File: config.mk
export PLATFORM = sky130hd
export DESIGN_NAME = buffer_mean_median_mode_flat
export DESIGN_NICKNAME = d
export VERILOG_FILES = /design/src/rtl/core/bmmm_pkg.sv /design/src/rtl/core/bmmm_if.sv /design/src/rtl/core/bmmm_div.sv /design/src/rtl/core/buffer_mean_median_mode.sv /design/src/flat_wrapper.sv
export SDC_FILE = /design/constraint.sdc
export NUM_CORES = 2
export LEC_CHECK = 0
export ABC_CLOCK_PERIOD_IN_PS = 11900
export CORE_ASPECT_RATIO = 0.9
export CORE_MARGIN = 2
export CORE_UTILIZATION = 45
export CTS_BUF_LIST = sky130_fd_sc_hd__clkbuf_4 sky130_fd_sc_hd__clkbuf_8 sky130_fd_sc_hd__clkbuf_16
export DETAILED_ROUTE_END_ITERATION = 7
export DONT_BUFFER_PORTS = 1
export GPL_ROUTABILITY_DRIVEN = 0
export PLACE_DENSITY = 0.71
export SLEW_MARGIN = 40
export SYNTH_ARGS = -nofsm -noshare
export SYNTH_HDL_FRONTEND = slang
export SYNTH_HIERARCHICAL = 1
export SYNTH_SLANG_ARGS = --single-unit
File: constraint.sdc
create_clock -name clk_i -period 11.9 [get_ports clk_i]
set_input_delay 2.38 -clock clk_i [delete_from_list [all_inputs] [get_ports clk_i]]
set_output_delay 2.38 -clock clk_i [all_outputs]
set_load 0.01 [all_outputs]
File: src/rtl/core/bmmm_pkg.sv
// Shared types and constants for the mean/median/mode statistics buffer.
package bmmm_pkg;

  localparam int unsigned ActW   = 2;
  localparam int unsigned IdxW   = 6;
  localparam int unsigned DataW  = 32;
  localparam int unsigned CountW = 7;

  typedef enum logic [ActW-1:0] {
    ACT_WRITE = 2'd0,
    ACT_READ  = 2'd1,
    ACT_STATS = 2'd2,
    ACT_NONE  = 2'd3
  } action_e;

  typedef struct packed {
    logic [ActW-1:0]         action;
    logic [IdxW-1:0]         index;
    logic signed [DataW-1:0] value;
  } req_t;

  typedef struct packed {
    logic                    status;
    logic signed [DataW-1:0] read_value;
    logic signed [DataW-1:0] mean_value;
    logic signed [DataW-1:0] median_value;
    logic signed [DataW-1:0] mode_value;
  } rsp_t;

endpackage

File: src/rtl/core/bmmm_if.sv
// Valid/ready channel interfaces for requests, responses and configuration.
interface bmmm_req_if;
  logic          valid;
  logic          ready;
  bmmm_pkg::req_t data;
  modport source (output valid, output data, input ready);
  modport sink   (input valid, input data, output ready);
endinterface

interface bmmm_rsp_if;
  logic          valid;
  logic          ready;
  bmmm_pkg::rsp_t data;
  modport source (output valid, output data, input ready);
  modport sink   (input valid, input data, output ready);
endinterface

interface bmmm_cfg_if;
  logic                          valid;
  logic                          ready;
  logic [bmmm_pkg::CountW-1:0]   data;
  modport source (output valid, output data, input ready);
  modport sink   (input valid, input data, output ready);
endinterface

File: src/rtl/core/bmmm_div.sv
// Restoring signed divider, one quotient bit per cycle, truncates toward zero.
module bmmm_div #(
  parameter int unsigned DividendW = 44,
  parameter int unsigned DivisorW  = 13
) (
  input  logic                         clk_i,
  input  logic                         rst_ni,
  input  logic                         start_i,
  input  logic signed [DividendW-1:0]  dividend_i,
  input  logic [DivisorW-1:0]          divisor_i,
  output logic                         busy_o,
  output logic                         done_o,
  output logic signed [DividendW-1:0]  quotient_o
);
  localparam int unsigned CntW = $clog2(DividendW + 1);

  logic [DividendW-1:0] quo_q, quo_d;
  logic [DivisorW:0]    rem_q, rem_d;
  logic [DivisorW-1:0]  dvs_q, dvs_d;
  logic                 neg_q, neg_d;
  logic [CntW-1:0]      cnt_q, cnt_d;
  logic                 busy_q, busy_d, done_q, done_d;
  logic [DivisorW:0]    trial;
  logic [DividendW-1:0] mag;

  always_comb begin
    mag    = dividend_i[DividendW-1] ? DividendW'(-dividend_i) : dividend_i;
    quo_d  = quo_q;
    rem_d  = rem_q;
    dvs_d  = dvs_q;
    neg_d  = neg_q;
    cnt_d  = cnt_q;
    busy_d = busy_q;
    done_d = 1'b0;
    trial  = {rem_q[DivisorW-1:0], quo_q[DividendW-1]};
    if (start_i) begin
      quo_d  = mag;
      rem_d  = '0;
      dvs_d  = divisor_i;
      neg_d  = dividend_i[DividendW-1];
      cnt_d  = CntW'(DividendW);
      busy_d = 1'b1;
    end else if (busy_q) begin
      // shift one dividend bit into the remainder, subtract when it fits
      if (trial >= {1'b0, dvs_q}) begin
        rem_d = trial - {1'b0, dvs_q};
        quo_d = {quo_q[DividendW-2:0], 1'b1};
      end else begin
        rem_d = trial;
        quo_d = {quo_q[DividendW-2:0], 1'b0};
      end
      cnt_d = cnt_q - 1'b1;
      if (cnt_q == CntW'(1)) begin
        busy_d = 1'b0;
        done_d = 1'b1;
      end
    end
  end

  always_ff @(posedge clk_i or negedge rst_ni) begin
    if (!rst_ni) begin
      busy_q <= 1'b0;
      done_q <= 1'b0;
      cnt_q  <= '0;
    end else begin
      busy_q <= busy_d;
      done_q <= done_d;
      cnt_q  <= cnt_d;
    end
  end

  always_ff @(posedge clk_i) begin
    quo_q <= quo_d;
    rem_q <= rem_d;
    dvs_q <= dvs_d;
    neg_q <= neg_d;
  end

  assign busy_o     = busy_q;
  assign done_o     = done_q;
  assign quotient_o = neg_q ? DividendW'(-quo_q) : quo_q;

  a_done_after_busy: assert property (@(posedge clk_i) disable iff (!rst_ni)
    done_q |-> $past(busy_q)) else $error("divider done without busy");
  a_no_start_busy: assert property (@(posedge clk_i) disable iff (!rst_ni)
    busy_q |-> !done_q) else $error("divider busy and done together");
  a_cnt_zero_idle: assert property (@(posedge clk_i) disable iff (!rst_ni)
    !busy_q && !start_i |=> !busy_q) else $error("divider started spontaneously");
endmodule

File: src/rtl/core/buffer_mean_median_mode.sv
// Top level: Q16.16 value store with read, write and mean/median/mode query.
//
//  channel  dir  payload
//  req_if   in   action, index, value
//  rsp_if   out  status, read_value, mean_value, median_value, mode_value
//  cfg_if   in   count
//
// A write answers through the result register and a read through the memory read,
// data register and result register; a new request is taken only after the
// response beat is gone.
// A statistics query ranks every entry against all n entries with one comparator,
// one memory read per cycle, then divides the sum with the bit-serial divider.
// After reset a clearing pass zeroes every entry of the store; no request is
// taken meanwhile. A held response stalls the block until it is taken.
module buffer_mean_median_mode #(
  parameter int unsigned DEPTH = 64
) (
  input logic       clk_i,
  input logic       rst_ni,
  bmmm_req_if.sink  req_if,
  bmmm_rsp_if.source rsp_if,
  bmmm_cfg_if.sink  cfg_if
);
  localparam int unsigned AW    = (DEPTH > 1) ? $clog2(DEPTH) : 1;
  localparam int unsigned NW    = $clog2(DEPTH + 1);
  localparam int unsigned DW    = bmmm_pkg::DataW;
  localparam int unsigned SumW  = DW + NW;
  localparam int unsigned DivNW = (NW > bmmm_pkg::CountW) ? NW : bmmm_pkg::CountW;

  typedef enum logic [11:0] {
    S_CLEAR = 12'b000000000001,
    S_IDLE  = 12'b000000000010,
    S_RD    = 12'b000000000100,
    S_RDW   = 12'b000000001000,
    S_SUM   = 12'b000000010000,
    S_OUTER = 12'b000000100000,
    S_OWAIT = 12'b000001000000,
    S_INNER = 12'b000010000000,
    S_RANK  = 12'b000100000000,
    S_DIV   = 12'b001000000000,
    S_DWAIT = 12'b010000000000,
    S_RESP  = 12'b100000000000
  } state_e;

  state_e state_q, state_d;

  logic signed [DW-1:0] mem [DEPTH];
  logic [AW-1:0]        raddr;
  logic signed [DW-1:0] rdata_q;
  logic                 we;
  logic [AW-1:0]        waddr;
  logic signed [DW-1:0] wdata;

  logic [bmmm_pkg::CountW-1:0] count_q;
  logic [NW-1:0]        n;
  logic [NW:0]          i_q, i_d, j_q, j_d;
  logic signed [DW-1:0] x_q, x_d;
  logic [NW-1:0]        lt_q, lt_d, eq_q, eq_d;
  logic signed [SumW-1:0] sum_q, sum_d;
  logic signed [DW-1:0] med_lo_q, med_lo_d, med_hi_q, med_hi_d, mode_q, mode_d;
  logic [NW-1:0]        best_q, best_d;
  logic                 first_q, first_d;
  bmmm_pkg::req_t       req_q, req_d;
  bmmm_pkg::rsp_t       rsp_q, rsp_d;
  logic                 rsp_v_q, rsp_v_d;
  logic signed [DW:0]   med_sum;
  logic [NW-1:0]        mid_hi, mid_lo;
  logic [NW:0]          lt_ext, le_ext;
  logic                 div_start, div_busy, div_done;
  logic signed [SumW-1:0] quo;

  assign n = (32'(count_q) > 32'(DEPTH)) ? NW'(DEPTH) : NW'(count_q);
  assign mid_hi = n >> 1;
  assign mid_lo = mid_hi - ((n[0]) ? NW'(0) : NW'(1));
  assign lt_ext = {1'b0, lt_q};
  assign le_ext = {1'b0, lt_q} + {1'b0, eq_q};

  assign req_if.ready = (state_q == S_IDLE) && !rsp_v_q;
  assign cfg_if.ready = 1'b1;

  bmmm_div #(.DividendW(SumW), .DivisorW(DivNW)) u_div (
    .clk_i, .rst_ni,
    .start_i   (div_start),
    .dividend_i(sum_q),
    .divisor_i (DivNW'(n)),
    .busy_o    (div_busy),
    .done_o    (div_done),
    .quotient_o(quo)
  );

  always_comb begin
    state_d  = state_q;
    i_d = i_q; j_d = j_q; x_d = x_q; lt_d = lt_q; eq_d = eq_q;
    sum_d = sum_q; med_lo_d = med_lo_q; med_hi_d = med_hi_q; mode_d = mode_q;
    best_d = best_q; first_d = first_q; req_d = req_q; rsp_d = rsp_q;
    rsp_v_d = rsp_v_q;
    raddr = AW'(0);
    we = 1'b0; waddr = AW'(i_q); wdata = '0;
    div_start = 1'b0;
    med_sum = (DW+1)'(med_lo_q) + (DW+1)'(med_hi_q);
    if (rsp_v_q && rsp_if.ready) rsp_v_d = 1'b0;
    unique case (state_q)
      S_CLEAR: begin
        we = 1'b1;
        i_d = i_q + 1'b1;
        if (i_q == (NW+1)'(DEPTH - 1)) state_d = S_IDLE;
      end
      S_IDLE: begin
        if (req_if.valid && req_if.ready) begin
          req_d = req_if.data;
          rsp_d = '0;
          unique case (bmmm_pkg::action_e'(req_if.data.action))
            bmmm_pkg::ACT_WRITE: begin
              if ((NW+bmmm_pkg::IdxW)'(req_if.data.index) < (NW+bmmm_pkg::IdxW)'(n)) begin
                we = 1'b1; waddr = AW'(req_if.data.index); wdata = req_if.data.value;
              end else rsp_d.status = 1'b1;
              state_d = S_RESP;
            end
            bmmm_pkg::ACT_READ: begin
              raddr = AW'(req_if.data.index);
              if ((NW+bmmm_pkg::IdxW)'(req_if.data.index) < (NW+bmmm_pkg::IdxW)'(n))
                state_d = S_RD;
              else begin
                rsp_d.status = 1'b1; state_d = S_RESP;
              end
            end
            bmmm_pkg::ACT_STATS: begin
              if (n == '0) state_d = S_RESP;
              else begin
                i_d = '0; j_d = '0; sum_d = '0; best_d = '0; first_d = 1'b1;
                state_d = S_OUTER;
              end
            end
            default: begin
              rsp_d.status = 1'b1; state_d = S_RESP;
            end
          endcase
        end
      end
      S_RD: begin
        // hold the read address so the data register keeps the entry
        raddr = AW'(req_q.index);
        state_d = S_RDW;
      end
      S_RDW: begin
        rsp_d.read_value = rdata_q; state_d = S_RESP;
      end
      S_OUTER: begin
        raddr = AW'(i_q);
        state_d = S_OWAIT;
      end
      S_OWAIT: begin
        raddr = AW'(i_q);
        state_d = S_SUM;
      end
      S_SUM: begin
        // latch pivot, accumulate sum, then sweep all entries
        x_d = rdata_q;
        sum_d = sum_q + SumW'(rdata_q);
        lt_d = '0; eq_d = '0; j_d = '0;
        raddr = AW'(0);
        state_d = S_INNER;
      end
      S_INNER: begin
        // rdata_q is entry j-1 when j>0 (the read data is registered)
        raddr = AW'(j_q);
        if (j_q != '0) begin
          if (rdata_q < x_q) lt_d = lt_q + 1'b1;
          else if (rdata_q == x_q) eq_d = eq_q + 1'b1;
        end
        j_d = j_q + 1'b1;
        if (j_q == (NW+1)'(n)) state_d = S_RANK;
      end
      S_RANK: begin
        // entry x occupies sorted positions lt .. lt+eq-1
        if (lt_ext <= (NW+1)'(mid_lo) && (NW+1)'(mid_lo) < le_ext) med_lo_d = x_q;
        if (lt_ext <= (NW+1)'(mid_hi) && (NW+1)'(mid_hi) < le_ext) med_hi_d = x_q;
        if (first_q || eq_q > best_q || (eq_q == best_q && x_q < mode_q)) begin
          mode_d = x_q; best_d = eq_q;
        end
        first_d = 1'b0;
        i_d = i_q + 1'b1;
        if (i_q == (NW+1)'(n - 1'b1)) state_d = S_DIV;
        else state_d = S_OUTER;
      end
      S_DIV: begin
        div_start = 1'b1; state_d = S_DWAIT;
      end
      S_DWAIT: begin
        if (div_done) begin
          rsp_d.mean_value   = DW'(quo);
          rsp_d.median_value = DW'(med_sum >>> 1);
          rsp_d.mode_value   = mode_q;
          state_d = S_RESP;
        end
      end
      S_RESP: begin
        if (!rsp_v_q) begin
          rsp_v_d = 1'b1; state_d = S_IDLE;
        end
      end
      default: state_d = S_IDLE;
    endcase
  end

  always_ff @(posedge clk_i) begin
    if (we) mem[waddr] <= wdata;
    rdata_q <= mem[raddr];
  end

  always_ff @(posedge clk_i or negedge rst_ni) begin
    if (!rst_ni) begin
      state_q <= S_CLEAR;
      i_q     <= '0;
      j_q     <= '0;
      rsp_v_q <= 1'b0;
      first_q <= 1'b1;
      count_q <= bmmm_pkg::CountW'(64);
    end else begin
      state_q <= state_d;
      i_q     <= i_d;
      j_q     <= j_d;
      rsp_v_q <= rsp_v_d;
      first_q <= first_d;
      if (cfg_if.valid && cfg_if.ready) count_q <= cfg_if.data;
    end
  end

  always_ff @(posedge clk_i) begin
    x_q <= x_d; lt_q <= lt_d; eq_q <= eq_d; sum_q <= sum_d;
    med_lo_q <= med_lo_d; med_hi_q <= med_hi_d; mode_q <= mode_d;
    best_q <= best_d; req_q <= req_d; rsp_q <= rsp_d;
  end

  assign rsp_if.valid = rsp_v_q;
  assign rsp_if.data  = rsp_q;

  a_no_accept_busy: assert property (@(posedge clk_i) disable iff (!rst_ni)
    req_if.valid && req_if.ready |=> state_q != S_IDLE)
    else $error("request taken but sequencer stayed idle");
  a_rsp_hold: assert property (@(posedge clk_i) disable iff (!rst_ni)
    rsp_v_q && !rsp_if.ready |=> rsp_v_q && $stable(rsp_q))
    else $error("response dropped while stalled");
  a_div_only_stats: assert property (@(posedge clk_i) disable iff (!rst_ni)
    div_start |-> state_q == S_DIV) else $error("divider started outside query");
  a_div_busy_wait: assert property (@(posedge clk_i) disable iff (!rst_ni)
    div_busy |-> state_q == S_DWAIT) else $error("divider busy outside query");
endmodule
File: src/flat_wrapper.sv
// flat-port wrapper written by rule: the top's interface ports become plain ports
module buffer_mean_median_mode_flat 
#(
  parameter int unsigned DEPTH = 64
)
  (clk_i, rst_ni, req_if_valid, req_if_data, req_if_ready, rsp_if_valid, rsp_if_data, rsp_if_ready, cfg_if_valid, cfg_if_data, cfg_if_ready);
  bmmm_req_if req_if_i ();
  bmmm_rsp_if rsp_if_i ();
  bmmm_cfg_if cfg_if_i ();
  input logic clk_i;
  input logic rst_ni;
  input wire logic [$bits(req_if_i.valid)-1:0] req_if_valid;
  input wire logic [$bits(req_if_i.data)-1:0] req_if_data;
  output wire logic [$bits(req_if_i.ready)-1:0] req_if_ready;
  output wire logic [$bits(rsp_if_i.valid)-1:0] rsp_if_valid;
  output wire logic [$bits(rsp_if_i.data)-1:0] rsp_if_data;
  input wire logic [$bits(rsp_if_i.ready)-1:0] rsp_if_ready;
  input wire logic [$bits(cfg_if_i.valid)-1:0] cfg_if_valid;
  input wire logic [$bits(cfg_if_i.data)-1:0] cfg_if_data;
  output wire logic [$bits(cfg_if_i.ready)-1:0] cfg_if_ready;
  assign req_if_i.valid = req_if_valid;
  assign req_if_i.data = req_if_data;
  assign req_if_ready = req_if_i.ready;
  assign rsp_if_valid = rsp_if_i.valid;
  assign rsp_if_data = rsp_if_i.data;
  assign rsp_if_i.ready = rsp_if_ready;
  assign cfg_if_i.valid = cfg_if_valid;
  assign cfg_if_i.data = cfg_if_data;
  assign cfg_if_ready = cfg_if_i.ready;
  buffer_mean_median_mode #(.DEPTH(DEPTH)) u_core (.clk_i(clk_i), .rst_ni(rst_ni), .req_if(req_if_i), .rsp_if(rsp_if_i), .cfg_if(cfg_if_i));
endmodule
==> out/qor.txt <==
critical path, cell by cell -> nor4bb_1 > and3_1 > a221o_4 > buf_4 > buf_4 > nor2_1 > buf_4 > a221oi_1 > a32oi_1 > o21ai_0 > nand3_1 > nor2_1
First-pass DRT Iterations -> 7
register area -> 74500 sq um
Mapped Nets -> 8759
Crit Path Max Fanout -> 47
Vias/cell -> 6.03
IO Port Bufs -> 0
period utilization -> 56.7%
CP max-delay cell -> o21ai_0
clk buf depth -> 3
cells on worst reg2reg path -> 13
cts bufs inserted -> 230
largest net degree at the start of global routing -> 173
wire per inst -> 25.3 microns
hold_buf cts -> 0
DP HPWL -> 178000 microns
area of the core -> 236000 sq um
final-report setup violation count -> 0
vias in the first global route -> 67200
Detail Route Antenna Nets -> 0
Gate power share -> 13.7%
CP Data Required Time -> 12660 ps
Max Slew Vio Count -> 0
CP Capture Type -> flop
root buffer cell -> clkbuf_16
crit path to -> u_core/rdata_q[25]$_DFF_P_
Worst Path Arrival -> 7500 ps
first-pass GRT wire length -> 437000 microns
Max H-tree Level -> 4
Setup Fix Bufs, Post-CTS -> 0
Final min period -> 6740 ps
die area -> 241000 sq um
Leakage Power -> 42.6 nW
PD cells -> 178 nW/um^2
fin util -> 50.9%
CP Class -> primary input to flop
VDD IR max -> 194 uV
final hold vios -> 0
layout cells sized above 1 -> 9.26%
worst r2r dst -> u_core/rdata_q[25]$_DFF_P_
via count -> 71400
Die Width -> 517 microns
Max Clk Rate -> 148 MHz
Post-CTS Resized -> 0
Worst-Margin Slew -> 930 ps
P_int -> 15.4 mW
crit start category -> primary input
clock latency on the worst-skew pair -> 880 ps
DR iter-0 viols -> 10800
outcome -> completed
Mapped Avg Cell Area -> 12.5 sq um
Max Cap Viol -> 0
Crit path largest cell delay -> 700 ps
CTS tree -> yes
Hold WC Path Type -> flop to flop
I/O pin count -> 184
mapped cell area -> 107000 sq um
Global Route Usage Sum -> 24.3%
Die H -> 466 microns
clock slew at reported path FFs -> 60 ps
Crit path top cell by count -> buf_4
Initial Utilization -> 45.2%
total negative slack -> 0 ps
Cell Rows -> 169
worst relative slew slack -> 37.7%
Final Net Count -> 8712
Post-Synthesis Cells -> 8506
unrepaired setup endpoints after global routing -> no
Layout area overhead -> 12.5%
grt ovf -> 0
Psw -> 5.89 mW
Seq pwr share -> 49.7%
sink count of the clock tree -> 2502
area of the multi-input gates -> 30000 sq um
CP Launch Point -> req_if_valid
worst reg2reg setup slack -> 5890 ps
# DRC -> 0
clock share of power -> 36.6%
Sw Ratio -> 27.7%
Layout Skew -> 35.8 ps
Synth Warn # -> 6
WHS -> 473 ps
initial antenna violation count -> 21
FF-to-FF Start -> u_core/state_q[6]$_DFFE_PN0P_
DRT Wirelength -> 299000 microns
Fillers -> 19300
worst min path at each step:
stage / from / end / slack [ps] / cells past startpoint
6_report: u_core/u_div/rem_q[6]$_SDFFE_PP0P_ / u_core/u_div/rem_q[6]$_SDFFE_PP0P_ / 470 / 1
4_1_cts: u_core/u_div/rem_q[6]$_SDFFE_PP0P_ / u_core/u_div/rem_q[6]$_SDFFE_PP0P_ / 480 / 1
3_3_place_gp: u_core/u_div/rem_q[6]$_SDFFE_PP0P_ / u_core/u_div/rem_q[6]$_SDFFE_PP0P_ / 440 / 1
2_1_floorplan: u_core/u_div/done_o$_DFF_PN0_ / u_core/state_q[10]$_DFFE_PN0P_ / 430 / 1
3_5_place_dp: u_core/u_div/rem_q[6]$_SDFFE_PP0P_ / u_core/u_div/rem_q[6]$_SDFFE_PP0P_ / 470 / 1
5_1_grt: u_core/u_div/rem_q[5]$_SDFFE_PP0P_ / u_core/u_div/rem_q[5]$_SDFFE_PP0P_ / 510 / 2
cell type report:
| type | count | area share (%) |
|---|---|---|
| flip-flops and latches | 2502 | 62.2 |
| multi-input cells | 5363 | 25.1 |
| clock buffers | 281 | 5.25 |
| well taps | 3163 | 3.30 |
| repair buffers | 211 | 2.23 |
| clock inverters | 156 | 1.49 |
| inverters | 151 | 0.473 |
| diodes | 6 | 0.0125 |
critical path: cells and delay by family:
kind	cells	cell delay, ps
compound gates	4	1870
simple gates	5	1690
buf+inv	3	1470
per-layer routing:
layer	track usage, %	vias up	routed length [microns]
li1	-	31100	-
met1	33.8	35000	115000
met2	36.3	4622	132000
met3	6.69	651	40300
met4	9.11	4	12200
met5	0	-	28
power groups by stage:
stage | Combinational [mW] | Sequential (mW) | Clock [mW]
5_1_grt | 3.11 | 10.6 | 8.21
2_1_floorplan | 1.84 | 10.5 | 0
3_5_place_dp | 2.80 | 10.8 | 0
4_1_cts | 2.82 | 10.6 | 7.84
6_report | 2.92 | 10.6 | 7.79
3_3_place_gp | 2.70 | 10.7 | 0
metrics by stage:
| stage | total power [mW] | setup WS [ps] | instances | cell area (sq um) |
|---|---|---|---|---|
| 2_1_floorplan | 12.4 | 4070 | 8506 | 107000 |
| 3_3_place_gp | 13.5 | 4090 | 11300 | 110000 |
| 3_5_place_dp | 13.6 | 4560 | 11400 | 111000 |
| 4_1_cts | 21.2 | 5450 | 11800 | 120000 |
| 5_1_grt | 21.9 | 5160 | 11800 | 120000 |
| 6_report | 21.3 | 5160 | 11800 | 120000 |
layout by cell type, fill, tap and decap left out, types with 103 or more instances in the layout:
master / count
a21oi_1: 172
a311oi_1: 157
a31oi_1: 135
and3_1: 276
buf_4: 106
clkbuf_16: 235
edfxtp_1: 2418
ha_1: 197
inv_1: 150
nand2_1: 2090
nand3_1: 877
nor2_1: 208
nor3_1: 103
o21ai_0: 104
state kept, by name (all words and copies together), names as in the netlist, 6 cells and up:
register and count:
u_core/eq_q 7, u_core/mem 2048, u_core/req_q 6, u_core/med_hi_q 32, u_core/mode_q 32, u_core/j_q 8
u_core/u_div/rem_q 7, u_core/u_div/dvs_q 7, u_core/i_q 8, u_core/rdata_q 32, u_core/rsp_if.data 129, u_core/best_q 7
u_core/u_div/cnt_q 6, u_core/u_div/quo_q 39, u_core/state_q 12, u_core/sum_q 39, u_core/lt_q 7, u_core/med_lo_q 32
u_core/x_q 32, u_core/count_q 7
No activity file was read; power rests on OpenSTA's default activity.
